--- src/sv/pjhs_pkg.sv ---
// ----------------------------------------------------------------------------
// pjhs_pkg: shared definitions for the PNG / JPEG header sniffer
// Parser phase codes, verdict codes, the parser state record and helpers.
// ----------------------------------------------------------------------------
package pjhs_pkg;

  localparam int SIZE_BITS = 24;
  localparam int PHASE_BITS = 4;
  localparam int KIND_BITS = 2;

  // Parser phases.
  localparam logic [PHASE_BITS-1:0] PH_START = 4'd0;
  localparam logic [PHASE_BITS-1:0] PH_PNG   = 4'd1;
  localparam logic [PHASE_BITS-1:0] PH_SOI   = 4'd2;
  localparam logic [PHASE_BITS-1:0] PH_FF    = 4'd3;
  localparam logic [PHASE_BITS-1:0] PH_MARK  = 4'd4;
  localparam logic [PHASE_BITS-1:0] PH_LENHI = 4'd5;
  localparam logic [PHASE_BITS-1:0] PH_LENLO = 4'd6;
  localparam logic [PHASE_BITS-1:0] PH_SKIP  = 4'd7;
  localparam logic [PHASE_BITS-1:0] PH_SOF   = 4'd8;
  localparam logic [PHASE_BITS-1:0] PH_DONE  = 4'd9;

  // Verdicts.
  localparam logic [KIND_BITS-1:0] KIND_NONE = 2'd0;
  localparam logic [KIND_BITS-1:0] KIND_PNG  = 2'd1;
  localparam logic [KIND_BITS-1:0] KIND_JPEG = 2'd2;

  // Byte values and limits.
  localparam logic [7:0] PNG_FIRST   = 8'd137;
  localparam logic [7:0] JPEG_FILL   = 8'hff;
  localparam logic [7:0] JPEG_SOI    = 8'hd8;
  localparam logic [7:0] JPEG_SOS    = 8'hda;
  localparam logic [7:0] JPEG_EOI    = 8'hd9;
  localparam logic [7:0] JPEG_SOF0   = 8'hc0;
  localparam logic [7:0] JPEG_SOF2   = 8'hc2;
  localparam logic [SIZE_BITS-1:0] MIN_SIZE     = SIZE_BITS'(24);
  localparam logic [SIZE_BITS-1:0] PNG_MIN_SIZE = SIZE_BITS'(33);
  localparam logic [SIZE_BITS-1:0] MAX_SIZE_RESET = {SIZE_BITS{1'b1}};
  localparam logic [31:0] DIM_MAX  = 32'd4096;
  localparam logic [25:0] AREA_MAX = 26'd8388608;

  typedef struct packed {
    logic [SIZE_BITS-1:0]  pos;
    logic [PHASE_BITS-1:0] phase;
    logic [15:0]           seg;
    logic [7:0]            marker;
    logic [31:0]           width;
    logic [31:0]           height;
    logic                  done;
  } pjhs_state_t;

  function automatic pjhs_state_t clear_state();
    pjhs_state_t s;
    s.pos    = '0;
    s.phase  = PH_START;
    s.seg    = '0;
    s.marker = '0;
    s.width  = '0;
    s.height = '0;
    s.done   = 1'b0;
    return s;
  endfunction

  // Expected byte of the PNG signature, IHDR length and IHDR tag, by position.
  function automatic logic [7:0] png_expect(input logic [3:0] idx);
    logic [7:0] v;
    case (idx)
      4'd0:    v = 8'd137;
      4'd1:    v = 8'd80;
      4'd2:    v = 8'd78;
      4'd3:    v = 8'd71;
      4'd4:    v = 8'd13;
      4'd5:    v = 8'd10;
      4'd6:    v = 8'd26;
      4'd7:    v = 8'd10;
      4'd11:   v = 8'd13;
      4'd12:   v = 8'h49;
      4'd13:   v = 8'h48;
      4'd14:   v = 8'h44;
      4'd15:   v = 8'h52;
      default: v = 8'd0;
    endcase
    return v;
  endfunction

  function automatic logic dims_ok(input logic [31:0] w, input logic [31:0] h);
    logic [25:0] area;
    area = 26'(w[12:0]) * 26'(h[12:0]);
    return (w != 32'd0) && (h != 32'd0) && (w <= DIM_MAX) && (h <= DIM_MAX)
        && (area <= AREA_MAX);
  endfunction

endpackage

--- src/sv/pjhs_step.sv ---
// ----------------------------------------------------------------------------
// pjhs_step: per-byte parser update
// Works out the next parser state and any verdict for one byte.
// ----------------------------------------------------------------------------
module pjhs_step (
  input  pjhs_pkg::pjhs_state_t            st,
  input  logic [7:0]                       byte_value,
  input  logic [pjhs_pkg::SIZE_BITS-1:0]   image_size,
  input  logic                             is_last,
  input  logic [pjhs_pkg::SIZE_BITS-1:0]   max_size,
  output pjhs_pkg::pjhs_state_t            st_next,
  output logic                             emit,
  output logic [pjhs_pkg::KIND_BITS-1:0]   kind
);

  localparam int LW = pjhs_pkg::SIZE_BITS + 1;

  pjhs_pkg::pjhs_state_t           s;
  logic                            dec;
  logic [pjhs_pkg::KIND_BITS-1:0]  dk;
  logic [pjhs_pkg::SIZE_BITS-1:0]  p;
  logic [LW-1:0]                   size_w;
  logic [15:0]                     len;
  logic [LW-1:0]                   seg_end;
  logic [31:0]                     w_new;

  function automatic logic [pjhs_pkg::SIZE_BITS-1:0] SIZE_BITS_T(input int v);
    return pjhs_pkg::SIZE_BITS'(v);
  endfunction

  assign p       = st.pos;
  assign size_w  = {1'b0, image_size};
  assign len     = {st.seg[7:0], byte_value};
  // End of the segment: length counted from the high length byte.
  assign seg_end = LW'(len) + LW'(p) - LW'(1);
  assign w_new   = {st.width[23:0], byte_value};

  always_comb begin
    s   = st;
    dec = 1'b0;
    dk  = pjhs_pkg::KIND_NONE;
    if (!st.done) begin
      unique case (st.phase)
        pjhs_pkg::PH_START: begin
          if (image_size < pjhs_pkg::MIN_SIZE || image_size > max_size) begin
            dec = 1'b1;
          end else if (byte_value == pjhs_pkg::PNG_FIRST) begin
            if (image_size < pjhs_pkg::PNG_MIN_SIZE) dec = 1'b1;
            else s.phase = pjhs_pkg::PH_PNG;
          end else if (byte_value == pjhs_pkg::JPEG_FILL) begin
            s.phase = pjhs_pkg::PH_SOI;
          end else begin
            dec = 1'b1;
          end
        end
        pjhs_pkg::PH_PNG: begin
          if (p < SIZE_BITS_T(16)) begin
            if (byte_value != pjhs_pkg::png_expect(p[3:0])) dec = 1'b1;
          end else if (p < SIZE_BITS_T(20)) begin
            s.width = {st.width[23:0], byte_value};
          end else if (p < SIZE_BITS_T(24)) begin
            s.height = {st.height[23:0], byte_value};
            if (p == SIZE_BITS_T(23)) begin
              dec = 1'b1;
              if (pjhs_pkg::dims_ok(st.width, s.height)) dk = pjhs_pkg::KIND_PNG;
            end
          end else begin
            dec = 1'b1;
          end
        end
        pjhs_pkg::PH_SOI: begin
          if (byte_value != pjhs_pkg::JPEG_SOI) dec = 1'b1;
          else s.phase = pjhs_pkg::PH_FF;
        end
        pjhs_pkg::PH_FF: begin
          if ((LW'(p) + LW'(4)) > size_w || byte_value != pjhs_pkg::JPEG_FILL) begin
            dec = 1'b1;
          end else begin
            s.phase = pjhs_pkg::PH_MARK;
          end
        end
        pjhs_pkg::PH_MARK: begin
          if (p >= image_size) begin
            dec = 1'b1;
          end else if (byte_value != pjhs_pkg::JPEG_FILL) begin
            s.marker = byte_value;
            if (byte_value == pjhs_pkg::JPEG_SOS || byte_value == pjhs_pkg::JPEG_EOI) begin
              dec = 1'b1;
            end else if ((LW'(p) + LW'(3)) > size_w) begin
              dec = 1'b1;
            end else begin
              s.phase = pjhs_pkg::PH_LENHI;
            end
          end
        end
        pjhs_pkg::PH_LENHI: begin
          s.seg   = {8'd0, byte_value};
          s.phase = pjhs_pkg::PH_LENLO;
        end
        pjhs_pkg::PH_LENLO: begin
          if (p == '0 || len < 16'd2 || seg_end > size_w) begin
            dec = 1'b1;
          end else if (st.marker == pjhs_pkg::JPEG_SOF0
                       || st.marker == pjhs_pkg::JPEG_SOF2) begin
            if (len < 16'd8) begin
              dec = 1'b1;
            end else begin
              s.seg    = '0;
              s.width  = '0;
              s.height = '0;
              s.phase  = pjhs_pkg::PH_SOF;
            end
          end else begin
            s.seg   = len - 16'd2;
            s.phase = (len == 16'd2) ? pjhs_pkg::PH_FF : pjhs_pkg::PH_SKIP;
          end
        end
        pjhs_pkg::PH_SKIP: begin
          s.seg = st.seg - 16'd1;
          if (st.seg == 16'd1) s.phase = pjhs_pkg::PH_FF;
        end
        pjhs_pkg::PH_SOF: begin
          // Precision byte first, then height and width, high byte first.
          if (st.seg == 16'd1 || st.seg == 16'd2) begin
            s.height = {st.height[23:0], byte_value};
          end else if (st.seg == 16'd3 || st.seg == 16'd4) begin
            s.width = w_new;
          end
          if (st.seg >= 16'd4) begin
            dec = 1'b1;
            if (pjhs_pkg::dims_ok(s.width, st.height)) dk = pjhs_pkg::KIND_JPEG;
          end else begin
            s.seg = st.seg + 16'd1;
          end
        end
        default: begin
          dec = 1'b1;
        end
      endcase
    end
    if (dec) begin
      s.done  = 1'b1;
      s.phase = pjhs_pkg::PH_DONE;
    end

    emit = dec;
    kind = dk;
    if (is_last) begin
      // An undecided image gets its verdict on the final byte.
      if (!st.done) emit = 1'b1;
      st_next = pjhs_pkg::clear_state();
    end else begin
      st_next = s;
      if (st.pos != {pjhs_pkg::SIZE_BITS{1'b1}}) st_next.pos = st.pos + 1'b1;
    end
  end

endmodule

--- src/sv/png_jpeg_header_sniffer_unit.sv ---
// ----------------------------------------------------------------------------
// png_jpeg_header_sniffer_unit: image type sniffer for PNG and JPEG headers
// Streams an image file one byte per beat and returns one verdict per image.
// ----------------------------------------------------------------------------
// The block takes one byte per clock cycle while the result side keeps up.
// The byte that decides an image passes the input register, during which the
// parse logic updates the parser state and works out the verdict, and the
// verdict then goes to the result register. Each image yields exactly one
// verdict beat (0 none, 1 PNG, 2 JPEG), either on the byte that settles it or
// on the byte flagged is_last; bytes after a verdict are consumed silently,
// and the byte after is_last starts a new image. While a verdict waits in the
// result register with out_ready low, the parse stage holds and the input
// register fills, so in_ready drops after at most one more beat.
// The max_size register (reset to all ones) is written through the cfg
// channel, which is always ready; write it only while no image is in flight.
// ----------------------------------------------------------------------------
module png_jpeg_header_sniffer_unit (
  input  logic                                clk,
  input  logic                                rst,
  input  logic                                in_valid,
  output logic                                in_ready,
  input  logic [7:0]                          byte_value,
  input  logic [pjhs_pkg::SIZE_BITS-1:0]      image_size,
  input  logic                                is_last,
  output logic                                out_valid,
  input  logic                                out_ready,
  output logic [pjhs_pkg::KIND_BITS-1:0]      mime_kind,
  input  logic                                cfg_valid,
  output logic                                cfg_ready,
  input  logic [pjhs_pkg::SIZE_BITS-1:0]      cfg_data
);

  // Configuration register.
  logic [pjhs_pkg::SIZE_BITS-1:0] max_size;

  // Input register.
  logic                           s1_valid;
  logic [7:0]                     s1_byte;
  logic [pjhs_pkg::SIZE_BITS-1:0] s1_size;
  logic                           s1_last;

  // Parser state and the step logic around it.
  pjhs_pkg::pjhs_state_t          state;
  pjhs_pkg::pjhs_state_t          state_next;
  logic                           emit;
  logic [pjhs_pkg::KIND_BITS-1:0] kind;

  // The parse stage fires when it holds a byte and the result register is
  // free or being emptied this cycle.
  logic s1_go;

  assign s1_go     = s1_valid && (!out_valid || out_ready);
  assign in_ready  = !s1_valid || s1_go;
  assign cfg_ready = 1'b1;

  pjhs_step u_step (
    .st         (state),
    .byte_value (s1_byte),
    .image_size (s1_size),
    .is_last    (s1_last),
    .max_size   (max_size),
    .st_next    (state_next),
    .emit       (emit),
    .kind       (kind)
  );

  always_ff @(posedge clk) begin
    if (rst) begin
      max_size <= pjhs_pkg::MAX_SIZE_RESET;
    end else if (cfg_valid && cfg_ready) begin
      max_size <= cfg_data;
    end
  end

  always_ff @(posedge clk) begin
    if (rst) begin
      s1_valid <= 1'b0;
    end else if (in_ready) begin
      s1_valid <= in_valid;
    end
  end

  always_ff @(posedge clk) begin
    if (in_valid && in_ready) begin
      s1_byte <= byte_value;
      s1_size <= image_size;
      s1_last <= is_last;
    end
  end

  always_ff @(posedge clk) begin
    if (rst) begin
      state <= pjhs_pkg::clear_state();
    end else if (s1_go) begin
      state <= state_next;
    end
  end

  // Result register: a verdict beat is loaded only when the stage fires.
  always_ff @(posedge clk) begin
    if (rst) begin
      out_valid <= 1'b0;
    end else if (s1_go) begin
      out_valid <= emit;
    end else if (out_ready) begin
      out_valid <= 1'b0;
    end
  end

  always_ff @(posedge clk) begin
    if (s1_go && emit) begin
      mime_kind <= kind;
    end
  end

endmodule

--- config.mk ---
export PLATFORM = sky130hd
export DESIGN_NAME = png_jpeg_header_sniffer_unit
export DESIGN_NICKNAME = d
export VERILOG_FILES = /design/src/sv/pjhs_pkg.sv /design/src/sv/pjhs_step.sv /design/src/sv/png_jpeg_header_sniffer_unit.sv
export SDC_FILE = /design/constraint.sdc
export NUM_CORES = 2
export LEC_CHECK = 0
export BUFFER_PORTS_ARGS = -buffer_cell sky130_fd_sc_hd__buf_2
export CORE_ASPECT_RATIO = 0.75
export CORE_MARGIN = 2
export CORE_UTILIZATION = 45
export DETAILED_ROUTE_END_ITERATION = 12
export HOLD_SLACK_MARGIN = 0.02
export MAX_ROUTING_LAYER = met4
export SYNTH_ARGS = -nofsm -noshare
export SYNTH_HDL_FRONTEND = slang
export SYNTH_SLANG_ARGS = --single-unit
--- constraint.sdc ---
create_clock -name clk -period 18.1 [get_ports clk]
set_input_delay 1.81 -clock clk [delete_from_list [all_inputs] [get_ports clk]]
set_output_delay 1.81 -clock clk [all_outputs]
set_load 0.02 [all_outputs]
# Yosys cells after proc, flatten, opt, wreduce, memory -nomap -nowiden
# Memories as Yosys holds them, arrays and structs flattened. A register that Yosys moved wholly into a read port is not among the register bits.
# Index checks and enable logic that the tools add are counted.
# word_totals
reg_bits	178
mem_bits_rw	0
inputBits	62
mem_count	1
latchBits	0
out_inout_bits	5
romBits	112
word_cells	215
# memory_table
memory	words	word_bits	rd	rd_clocked_by_memory_dff	write_ports	line	text
(name not given)	16	7	1	1	0	pjhs_pkg.sv:67	case (idx)
# op_classes
n_lt_le_gt_ge	19
n_eq_ne	49
mul	2
div	0
n_mux	77
shift	0
n_reduce_logical	45
addsub	8
bitwise	0
# ops
op	n
two-way mux 32 bit	8
two-way mux 64 bit	4
one-hot mux 64 bit (3 select lines)	1
less-or-equal comparator 32 x 13 -> 1 bit, second input constant	4
nonzero test 32 bit	4
two-way mux 117 bit	1
less-than comparator 24 x 5 -> 1 bit, second input constant	4
two-way mux 92 bit	1
> comparator 25 x 24 -> 1 bit	3
one-hot mux 16 bit (4 select lines)	1
two-way mux 20 bit	3
two-way mux 4 bit	14
less-or-equal comparator 26 x 24 -> 1 bit, second input constant	2
multiplier 13 x 13 -> 26 bit	2
equality test 16 x 2 -> 1 bit, second input constant	3
equality test 8 bit, second input constant	6
two-way mux 8 bit	6
inequality test 4 x 3 -> 1 bit, second input constant	7
one-hot mux 4 bit (7 select lines)	1
two-way mux 1 bit	26
adder 16 x 24 -> 25 bit	1
adder 24 x 2 -> 25 bit, second input constant	1
adder 24 x 3 -> 25 bit, second input constant	1
subtractor 25 x 1 -> 25 bit, second input constant	1
other kinds (49)	95

# Longest topological paths before layout
# depth
word_depth	14
mapped_depth	33
ltp_nobuf	29

# Hierarchy
# A second synthesis with hierarchy kept.
# unflattened
cells_unflattened	3380
hier_area_um2	27869.2
# by_module_without_submodules
mod	seq_area_each_um2	n_inst	cells_per_inst	area_per_inst_um2
pjhs_step	0.0	1	2744	20633.5
png_jpeg_header_sniffer_unit	3913.8	1	636	7235.7

# Least setup slack after synthesis
# No wires, ideal clock.
# synth_timing
path_kind	register -> register
from	reg state[74] in the netlist's numbering
to	reg mime_kind[1] in the netlist's numbering, data pin
slack_ns	10.693
path_buffers	4
setup_time_ns	0.157
period_less_slack_ns	7.407
path_stages_with_launch	29
arrival_ns	7.250
cell_sequence	dfxtp_1 clkbuf_1 inv_1 ha_1 nor4b_1 o21ai_0 or2_0 buf_2 clkbuf_1 o21ai_0 clkbuf_1 nand2_1 fa_1 fa_1 inv_1 ha_1 ha_1 fa_1 inv_1 fa_1 xnor2_1 or4b_2 nor4_1 o2111ai_1 a211oi_1 nand4_1 a2111oi_0 a32oi_1 nor3_1
# synth_between
elab_chain_cells	14
word_cells_on_any_way	22
cone_classes	mul (1); order compare (3); eq/ne (4); mux (7); reduce/logical (7)
# synth_rtl
item	line	text
from (decl)	png_jpeg_header_sniffer_unit.sv:43	pjhs_pkg::pjhs_state_t state;
from (signal assigned)	png_jpeg_header_sniffer_unit.sv:93	state <= pjhs_pkg::clear_state();
from (signal assigned)	png_jpeg_header_sniffer_unit.sv:95	state <= state_next;
parallel branches: the longest is 12 deep, another holds multiplier 13 x 13 -> 26 bit	n/a	
two-way mux 2 bit *	pjhs_step.sv:129	if (st.seg >= 16'd4) begin
one-hot mux 2 bit (2 select lines) *	pjhs_step.sv:43	unique case (st.phase)
to (signal assigned)	png_jpeg_header_sniffer_unit.sv:112	mime_kind <= kind;
to (decl)	png_jpeg_header_sniffer_unit.sv:27	output logic [pjhs_pkg::KIND_BITS-1:0] mime_kind,
# Mark *: on every way between the ends. The select of a mux whose other input is x is not followed.
# A chain may end at the register's enable or synchronous reset.

# Worst setup path in the final report
# layout_timing
from	reg state[73] in the netlist's numbering
to	reg mime_kind[1] in the netlist's numbering, data pin
# The elaborated chain is that of the path after synthesis.

==> metrics.yaml <==
die:
  initial_core_util_pct: 45.8
  ioPinCount: 67
  core_area_um2: 54800
  rows: 74
  die_w_um: 277
  die_h_um: 209
  dieArea_um2: 57800
setup_path:
  crit_family: "adder cells"
  critPathKind: "reg2reg"
  path_buf_inv: 5
  startpoint: "state[73]"
  r2r-start: "state[73]"
  worstPathArrival_ns: 8.34
  start_kind: "flip-flop"
  crit_path_top_delay_cell: "or4b_2"
  cp.required_ns: 18.40
  crit_top_cell: "fa_1"
  reg2reg_slack_ns: 10.06
  cp_slowest_stage_delay_ns: 0.63
  critPathCaptureType: "flip-flop"
  cp_max_fo: 28
timing:
  fin_skew_ns: 0.0172
  maxSlewViolCount: 0
  rsz0062_at_grt: "false"
  slew-limit-headroom_pct: 15.3
  fin_crit_sh_pct: 44.4
  tightest_slew_ns: 1.26
  finalCriticalPeriod_ns: 8.04
  fin_tns_setup_ns: 0
  hold_violations: 0
  fmax_mhz: 124
  finalSetupViolations: 0
drt:
  viasPerCell: 5.84
  wl_um: 79900
  first_iter_violations: 2406
  ant_nets: 0
  vias: 21500
  drc: 0
  post_drt_wl_per_cell_um: 21.7
  first_pass_iters: 8
cells_and_area:
  layout-drive-gt1-share_pct: 5.46
  final_common_cell: "inv_1"
  fin_cells: 3691
  final_cell_mix: "inv_1 (461), ha_1 (332), nand2_1 (255), fa_1 (243), and2_1 (194)"
  fill_cells: 5300
  nets: 3592
  areaGrowthSynthToFinish_pct: 6.01
pwr:
  combinationalPowerShare_pct: 34.5
  seq_power_share_pct: 35.2
  power_w: 0.00131
  power.internal_w: 0.000800
  swShare_pct: 38.9
  pwr-share-clk_pct: 30.3
  p_leak_nw: 12.0
  vdd_drop_max_mv: 0.0586
  power.switching_w: 0.000510
  power_density_nw_per_um2: 49.2
clock_tree:
  cts_resized: 0
  clockRootBuffer: "clkbuf_16"
  cts.htree.levels: 4
  clock_latency_ns: 0.46
  cts_setup_buffers: 0
  tritoncts: "yes"
  clockBufferDepth: 2
  cts_hold_buf: 0
  path_clk_slew_ns: 0.08
  cts_buffers: 17
  cts.sinks: 184
logic_synthesis:
  yosys_warnings: 0
  syn_inst: 2980
  synth_edf_count: 35
  synthFlopType: "dfxtp_1"
  async_flop_share_pct: 0
  synth_area_per_cell_um2: 8.43
  synth.net_count: 3617
  synth_area_um2: 25100
  yosysSeqAreaShare_pct: 16.1
  synth_cell_types: 98
  synth-seq-cells: 184
grt:
  grt_start_max_net_pins: 48
  grt_util_all_layers_pct: 28.8
  overflow: 0
  grt_pass1_vias: 21100
  grt_first_pass_wirelength_um: 126000
  antenna_found_initial: 2
worst_hold_path:
  hold_class: "reg2reg"
  min_from: "state[28]"
place:
  post-dp-hpwl_um: 63300
  port_buffers: 65
  gp_congestion: 0.963
  dp_cells: 3658
status:
  outcome: "complete, no violations"
job:
  drv_cap: 0
==> power groups by stage <==
stage	sequential [W]	combinational, W	clock (W)
floorplan	0.000449	0.000322	0
global placement	0.000468	0.000431	0
detailed placement	0.000469	0.000440	0
CTS	0.000459	0.000445	0.000402
global route	0.000462	0.000509	0.000419
finish	0.000461	0.000452	0.000397
==> stage by stage <==
step	worst slack (ns)	instance area (um2)	utilization [%]	hold slack, ns
after floorplan	10.69	25100	-	0.445
after global placement	10.25	26000	47.5	0.460
after detailed placement	10.15	26000	47.5	0.463
after CTS	10.13	26600	48.6	0.477
after global routing	9.37	26600	48.6	0.498
final	10.06	26600	48.6	0.472
==> sequential cells by signal, summed over array words and instances (netlist names), named ones only <==
name	flops
s1_size	24
s1_valid	1
out_valid	1
state	116
mime_kind	2
max_size	24
s1_last	1
s1_byte	8
==> cell families (layout without fill, tap and decap cells) <==
| group | count (synthesis) | after routing | share of synthesized area [%] |
|---|---|---|---|
| flip-flops | 184 | 184 | 16.1 |
| adder cells (fa/ha/maj) | 575 | 575 | 35.9 |
| other | 1 | 2 | 0.0149 |
| AND/OR/NAND/NOR | 916 | 916 | 18.5 |
| multiplexers | 10 | 10 | 0.458 |
| AO/OA/AOI/OAI | 563 | 563 | 15.4 |
| XOR/XNOR | 125 | 125 | 4.36 |
| buffers and inverters | 606 | 594 | 9.26 |
==> cell type report <==
type,count,area (um2),area share [%]
clock inverters,13,145,0.545
clock buffers,19,454,1.71
repair buffers,97,566,2.12
diodes,1,2.50,0.00939
flip-flops and latches,184,4030,15.1
inverters,465,1750,6.56
multi-input cells,2190,18800,70.5
well taps,722,903,3.39
==> Yosys cell counts (13+ instances only) <==
cell	count	area (um2)
a211oi_1	18	135
a21o_1	27	203
a21oi_1	115	576
a22o_1	25	219
a22oi_1	28	210
a31oi_1	17	106
and2_1	195	1220
and3_1	20	125
clkbuf_1	120	450
dfxtp_1	149	2980
edfxtp_1	35	1050
fa_1	243	4860
ha_1	332	4150
inv_1	461	1730
nand2_1	255	957
nand3_1	40	200
nand4_1	39	244
nor2_1	185	694
nor2b_1	16	100
nor3_1	49	245
nor4_1	43	269
o211ai_1	32	240
o21a_1	17	128
o21ai_0	104	521
o22ai_1	44	275
o2bb2ai_1	14	123
o311a_1	13	130
or3_1	16	100
xnor2_1	110	963
xor2_1	15	131
==> worst reg2reg max path: stages, from the launching register on <==
cell and delay (ns):
dfxtp_1 0.56, inv_1 0.24, ha_1 0.28, and2_1 0.16
o21ai_0 0.30, or2_0 0.15, buf_4 0.28, nand2_1 0.10
o21ai_0 0.13, buf_4 0.24, nand2_1 0.10, fa_1 0.54
fa_1 0.54, inv_1 0.04, ha_1 0.29, ha_1 0.30
fa_1 0.60, inv_1 0.08, fa_1 0.47, xnor2_1 0.14
or4b_2 0.63, nor4_1 0.29, o2111ai_1 0.14, a211oi_1 0.33
nand4_1 0.14, a2111oi_0 0.49, a32oi_1 0.18, nor3_1 0.17
==> routing by layer <==
layer	GRT usage (%)	vias to the layer above	wire length, um
li1	-	10000	-
met1	45.1	10600	40400
met2	37.2	900	30300
met3	7.14	74	8230
met4	3.84	0	923
met5	-	-	0
==> final timing paths <==
| check | end | cells after the start |
|---|---|---|
| setup / recovery | mime_kind[1] | 27 |
| hold / removal | state[28] | 2 |
| setup reg to reg | mime_kind[1] | 27 |
| hold reg to reg | state[28] | 2 |
(Power assumes the default switching activity.)
